File: config.mk
export PLATFORM = sky130hd
export DESIGN_NAME = kes_ctrl
export DESIGN_NICKNAME = d
export VERILOG_FILES = /design/src/rtl/kes_pkg.sv /design/src/rtl/kes_ctrl.sv
export SDC_FILE = /design/constraint.sdc
export NUM_CORES = 1
export LEC_CHECK = 0
export BUFFER_PORTS_ARGS = -buffer_cell sky130_fd_sc_hd__buf_2
export CAP_MARGIN = 20
export CORE_MARGIN = 5
export CORE_UTILIZATION = 53
export DETAILED_ROUTE_END_ITERATION = 16
export GPL_ROUTABILITY_DRIVEN = 0
export PLACE_DENSITY = 0.88
export SKIP_LAST_GASP = 1
export SLEW_MARGIN = 5
export SYNTH_ARGS = -nofsm -noshare
export SYNTH_HDL_FRONTEND = slang
export SYNTH_SLANG_ARGS = --single-unit
File: constraint.sdc
create_clock -name clk -period 3 [get_ports clk]
set_clock_uncertainty 0.2 [all_clocks]
set_input_delay 0.15 -clock clk [delete_from_list [all_inputs] [get_ports clk]]
set_output_delay 0.15 -clock clk [all_outputs]
set_load 0.01 [all_outputs]
File: src/rtl/kes_pkg.sv
package kes_pkg;

	localparam int FRAC_BITS    = 28;
	localparam int CORDIC_STEPS = 30;
	localparam int WORK_BITS    = 60;
	localparam int RED_SHIFT    = WORK_BITS - FRAC_BITS;

	localparam logic [63:0] HALF_PI_Q60    = 64'h1921FB54442D1847;
	localparam logic [63:0] QUARTER_PI_Q60 = 64'h0C90FDAA22168C23;
	localparam logic signed [63:0] GAIN_Q60 = 64'sd700114967507363239;

	// reduction step h (pi/2 in angle units) and its lost low part in Q60
	localparam logic [63:0] RED_H     = HALF_PI_Q60 >> RED_SHIFT;
	localparam logic [63:0] RED_DELTA = HALF_PI_Q60 - (RED_H << RED_SHIFT);
	localparam logic [63:0] RED_HALF  = RED_H / 2;

	localparam logic [62:0] STEP_CAP = 63'h4000000000000000;

	localparam int DIV_STEPS = 62;

	typedef logic signed [63:0] atan_tab_t [64];

	// atan(2^-i) in Q60: alternating series in Q62 with truncated terms, rounded
	function automatic atan_tab_t atan_table();
		atan_tab_t t;
		logic [63:0] acc;
		logic [63:0] term;
		int ex;
		t[0] = QUARTER_PI_Q60;
		for (int i = 1; i < 64; i++) begin
			acc = 64'd0;
			for (int k = 0; k < 32; k++) begin
				ex = i * (2 * k + 1);
				if (ex <= 62) begin
					term = (64'd1 << (62 - ex)) / 64'(2 * k + 1);
					if (k % 2 == 1) acc = acc - term;
					else acc = acc + term;
				end
			end
			t[i] = (acc + 64'd2) >> 2;
		end
		return t;
	endfunction

	typedef struct packed {
		logic       load;
		logic       prep;
		logic       red;
		logic       zinit;
		logic       cord;
		logic [5:0] cord_idx;
		logic       quad;
		logic       mul;
		logic [2:0] mul_sel;
		logic       resid;
		logic       div;
		logic       div_first;
		logic       upd;
		logic       fin;
	} kes_cmd_t;

	typedef struct packed {
		logic red_done;
		logic div_cap;
		logic conv;
	} kes_sts_t;

	typedef enum logic [8:0] {
		ST_IDLE  = 9'b000000001,
		ST_PREP  = 9'b000000010,
		ST_RED   = 9'b000000100,
		ST_CORD  = 9'b000001000,
		ST_QUAD  = 9'b000010000,
		ST_MUL   = 9'b000100000,
		ST_RESID = 9'b001000000,
		ST_DIV   = 9'b010000000,
		ST_FIN   = 9'b100000000
	} kes_state_t;

	localparam logic [1:0] REG_TOLERANCE = 2'd0;
	localparam logic [1:0] REG_MAX_ITER  = 2'd1;

endpackage

File: src/rtl/kes_ctrl.sv
module kes_ctrl #(
	parameter int CORDIC_STEPS = kes_pkg::CORDIC_STEPS
) (
	input  logic              clk,
	input  logic              arst_n,
	input  logic              in_valid,
	output logic              in_ready,
	output logic              out_valid,
	input  logic              out_ready,
	input  logic [5:0]        max_iter,
	input  kes_pkg::kes_sts_t sts,
	output kes_pkg::kes_cmd_t cmd,
	output logic [5:0]        passes,
	output logic              converged
);
	import kes_pkg::*;

	kes_state_t state_q, state_d;
	logic [5:0] cnt_q, cnt_d;
	logic [5:0] pass_q, pass_d;
	logic       conv_q, conv_d;
	logic       oval_q;
	logic [5:0] cap;
	logic       out_free;

	assign cap      = (max_iter == 6'd0) ? 6'd1 : max_iter;
	assign out_free = !oval_q || out_ready;
	assign in_ready = (state_q == ST_IDLE);

	always_comb begin
		cmd     = '0;
		state_d = state_q;
		cnt_d   = cnt_q;
		pass_d  = pass_q;
		conv_d  = conv_q;
		cmd.cord_idx = cnt_q;
		cmd.mul_sel  = cnt_q[2:0];
		case (state_q)
			ST_IDLE: begin
				if (in_valid) begin
					cmd.load = 1'b1;
					pass_d   = 6'd0;
					state_d  = ST_PREP;
				end
			end
			ST_PREP: begin
				cmd.prep = 1'b1;
				state_d  = ST_RED;
			end
			ST_RED: begin
				if (sts.red_done) begin
					cmd.zinit = 1'b1;
					cnt_d     = 6'd0;
					state_d   = ST_CORD;
				end else begin
					cmd.red = 1'b1;
				end
			end
			ST_CORD: begin
				cmd.cord = 1'b1;
				if (cnt_q == 6'(CORDIC_STEPS - 1)) begin
					state_d = ST_QUAD;
				end else begin
					cnt_d = cnt_q + 6'd1;
				end
			end
			ST_QUAD: begin
				cmd.quad = 1'b1;
				cnt_d    = 6'd0;
				state_d  = ST_MUL;
			end
			ST_MUL: begin
				cmd.mul = 1'b1;
				if (cnt_q == 6'd7) begin
					state_d = ST_RESID;
				end else begin
					cnt_d = cnt_q + 6'd1;
				end
			end
			ST_RESID: begin
				cmd.resid = 1'b1;
				cnt_d     = 6'd0;
				state_d   = ST_DIV;
			end
			ST_DIV: begin
				if (sts.div_cap || cnt_q == 6'(DIV_STEPS)) begin
					// apply the step and decide whether another pass runs
					cmd.upd = 1'b1;
					pass_d  = pass_q + 6'd1;
					conv_d  = sts.conv;
					if (sts.conv || (pass_q + 6'd1) >= cap) state_d = ST_FIN;
					else state_d = ST_PREP;
				end else begin
					cmd.div       = 1'b1;
					cmd.div_first = (cnt_q == 6'd0);
					cnt_d         = cnt_q + 6'd1;
				end
			end
			ST_FIN: begin
				if (out_free) begin
					cmd.fin = 1'b1;
					state_d = ST_IDLE;
				end
			end
			default: state_d = ST_IDLE;
		endcase
	end

	always_ff @(posedge clk or negedge arst_n) begin
		if (!arst_n) begin
			state_q <= ST_IDLE;
			cnt_q   <= 6'd0;
			pass_q  <= 6'd0;
			conv_q  <= 1'b0;
			oval_q  <= 1'b0;
		end else begin
			state_q <= state_d;
			cnt_q   <= cnt_d;
			pass_q  <= pass_d;
			conv_q  <= conv_d;
			if (cmd.fin) oval_q <= 1'b1;
			else if (out_ready) oval_q <= 1'b0;
		end
	end

	always_ff @(posedge clk) begin
		if (cmd.fin) begin
			passes    <= pass_q;
			converged <= conv_q;
		end
	end

	assign out_valid = oval_q;

endmodule

==> impl_metrics.csv <==
group,metric,value,unit
worst_setup_path,cp.required,2.65,ns
global_routing,grt_max_degree,24,
clocking,path_clk_slew,0.10,ns
detailed_routing,wl,4408,um
clocking,clkSinkCount,30,
detailed_routing,drt-initial-drc-count,84,
pwr,p_per_area,576.2,nW/um^2
clocking,clock_path_buffers,2,
worst_setup_path,cp_max_fo,10,
clocking,h-tree-depth,2,
sta,slew_viol_final,0,
detailed_routing,drc_errors,0,
sta,tightest_slew,0.7316,ns
sta,fin_crit_sh,89.20,%
sta,hold_violations,0,
pwr,leakagePower,1.118,nW
global_routing,antenna_found_initial,0,
pwr,net-switching-power,498.9,uW
worst_hold_path,hold_class,"in2reg",
flow_run,maxCapViolCount,0,
logic_synthesis,synth.ff_latch_count,30,
sta,setup_violations,0,
global_routing,overflow,0,
logic_synthesis,ys_types,46,
finish,n_antenna_cell,0,
pwr,pwr-share-comb,37.5,%
sta,fin_crit,2.676,ns
worst_setup_path,critPathCaptureType,"primary output",
global_routing,gr-usage-all-layers,19.85,%
detailed_routing,vias_per_cell,5.666,
logic_synthesis,async_reset_ff_share,76.67,%
floorplan,start_util,54.87,%
finish,area_growth,17.08,%
logic_synthesis,syn-num-nets,223,
pwr,p_clk_share,19.1,%
sta,slew_headroom,50.61,%
floorplan,fp-row-count,21,
worst_setup_path,startpoint_type,"flop",
clocking,cts_buffers,5,
pwr,p_int,746.2,uW
worst_setup_path,reg2regPathDepth,8,
worst_setup_path,cp.arrival,2.33,ns
floorplan,die_y,69.01,um
floorplan,die_area,4762,um^2
logic_synthesis,syn_avg_cell_area,9.274,um^2
sta,fmax,373.7,MHz
global_routing,first_global_vias,1517,
clocking,cts_tree,"yes",
finish,final_cell_area,2161,um^2
detailed_routing,firstDrtPassIters,4,
floorplan,boundaryPins,43,
clocking,cts-resized-gates,0,
logic_synthesis,synth_edf_count,7,
detailed_routing,ant_nets,0,
finish,drive_gt1_share,24.59,%
logic_synthesis,yosysSeqAreaShare,42.64,%
clocking,hold_buffers,4,
placement,portBuffers,42,
placement,dpl-instance-area,2067,um^2
worst_setup_path,critPathKind,"reg2out",
logic_synthesis,synth_top_cells_by_area,"dfrtp_1, edfxtp_1, ha_1",
floorplan,die-width,69.01,um
detailed_routing,wl_per_cell,15.20,um
sta,grt_setup_unrepaired,"no",
global_routing,grt_pass1_wl,7583,um
logic_synthesis,netlist_area,1846,um^2
floorplan,core-area,3363,um^2
logic_synthesis,ys_warn_count,0,
clocking,root_buffer,"clkbuf_4",
logic_synthesis,synth_area_leader_cell,"dfrtp_1",
logic_synthesis,synth.top_cell.area_share,29.83,%
run_status,status,"finished clean",
clocking,post_cts_buffers,0,
pwr,switching_share,40.07,%
sta,fin_tns_setup,0,ns
finish,finalNetCount,267,
detailed_routing,vias,1643,
pwr,vdd_drop_max,402.8,uV
clocking,clk_latency,0.34,ns
pwr,seqPwrFrac,43.5,%
placement,place_hpwl,3363,um
sta,holdWs,0.03024,ns
logic_synthesis,ys.flop_type,"dfrtp_1",
logic_synthesis,syn_inst,199,
worst_hold_path,holdPathStages,4,
through the flow:
| stage | setup slack (ns) | std cells | power (mW) | util, % |
|---|---|---|---|---|
| floorplan | 0.5515 | 199 | 0.8735 | - |
| global placement | 0.6595 | 278 | 0.9958 | 61.46 |
| detailed placement | 0.5423 | 278 | 1.005 | 61.46 |
| CTS | 0.3454 | 290 | 1.245 | 64.25 |
| global route | 0.1275 | 290 | 1.339 | 64.25 |
| finish | 0.3241 | 290 | 1.245 | 64.25 |
critical path, stage by stage (launching register included):
cell and delay, ns:
dfrtp_1 0.49, nor3_1 0.43, and4_1 0.39, nand2_1 0.26
inv_1 0.23, buf_2 0.17
registers in the layout, summed over array words and instances, names as in the netlist:
signal and flops:
pass_q 6, passes 6, state_q 9, conv_q 1
cnt_q 6, out_valid 1, converged 1
power groups by stage:
| stage | logic, mW | clock network (mW) | registers, mW |
|---|---|---|---|
| 6_report | 0.466 | 0.237 | 0.541 |
| 5_1_grt | 0.528 | 0.261 | 0.550 |
| 4_1_cts | 0.465 | 0.240 | 0.540 |
| 3_5_place_dp | 0.456 | 0 | 0.548 |
| 3_3_place_gp | 0.450 | 0 | 0.546 |
| 2_1_floorplan | 0.344 | 0 | 0.529 |
kinds of logic after synthesis:
family          after synthesis  synth area share (%)
compound gates               37                 14.44
xor+xnor                      5                 2.373
fa+ha+maj                    11                 7.458
buf+inv                      24                 5.559
flops                        30                 42.64
mux                           1                0.5424
simple gates                 91                 26.98
worst paths after layout:
| path | start | end | slack, ns |
|---|---|---|---|
| worst min-delay path | sts[1] | state_q[7] | 0.03 |
| worst max register to register | pass_q[0] | state_q[8] | 0.53 |
| worst max-delay path | state_q[8] | cmd[1] | 0.32 |
| min in group asynchronous | arst_n | pass_q[0] | 0.11 |
| worst min register to register | conv_q | converged | 0.28 |
| max in group asynchronous | arst_n | state_q[0] | 2.12 |
layout make-up:
| class | count | area, um^2 |
|---|---|---|
| fillers | 304 | 1202 |
| flip-flops and latches | 30 | 787.0 |
| clock buffers | 5 | 37.54 |
| well taps | 46 | 57.56 |
| inverters | 15 | 56.30 |
| repair buffers | 46 | 250.2 |
| clock inverters | 3 | 16.27 |
| multi-input cells | 145 | 955.9 |
metal layers:
| layer | part of all wire (%) | vias to the layer above | wire length [um] | GRT usage, % |
|---|---|---|---|---|
| met5 | 0 | - | 0 | 0 |
| met4 | 1.7 | 0 | 76 | 7.809 |
| met3 | 7.7 | 7 | 341 | 6.250 |
| met2 | 48 | 62 | 2103 | 30.83 |
| met1 | 43 | 759 | 1886 | 25.69 |
| li1 | - | 815 | - | - |
synthesized netlist by cell type (6+ instances only):
library cell and number:
and3_1 6, dfrtp_1 22, edfxtp_1 7, ha_1 11
inv_1 15, nand2_1 15, nand3_1 9, nand4_1 6
nor2_1 13, nor3_1 11, o21ai_0 7
cells in the final DEF (no fill, tap or decap), drive strengths merged, types with 4 or more instances in the layout:
cell type	instances
inv	15
dfrtp	22
nor3	11
edfxtp	7
buf	42
a21oi	5
o21ai	7
nand2b	5
nand3	9
nor2	13
nor2b	4
or3	5
nand4	6
or2	5
clkbuf	5
nand2	15
dlygate4sd3	4
ha	11
and3	6
a41oi	4
a31oi	4
Note: power is estimated with default switching activity, not from simulation.
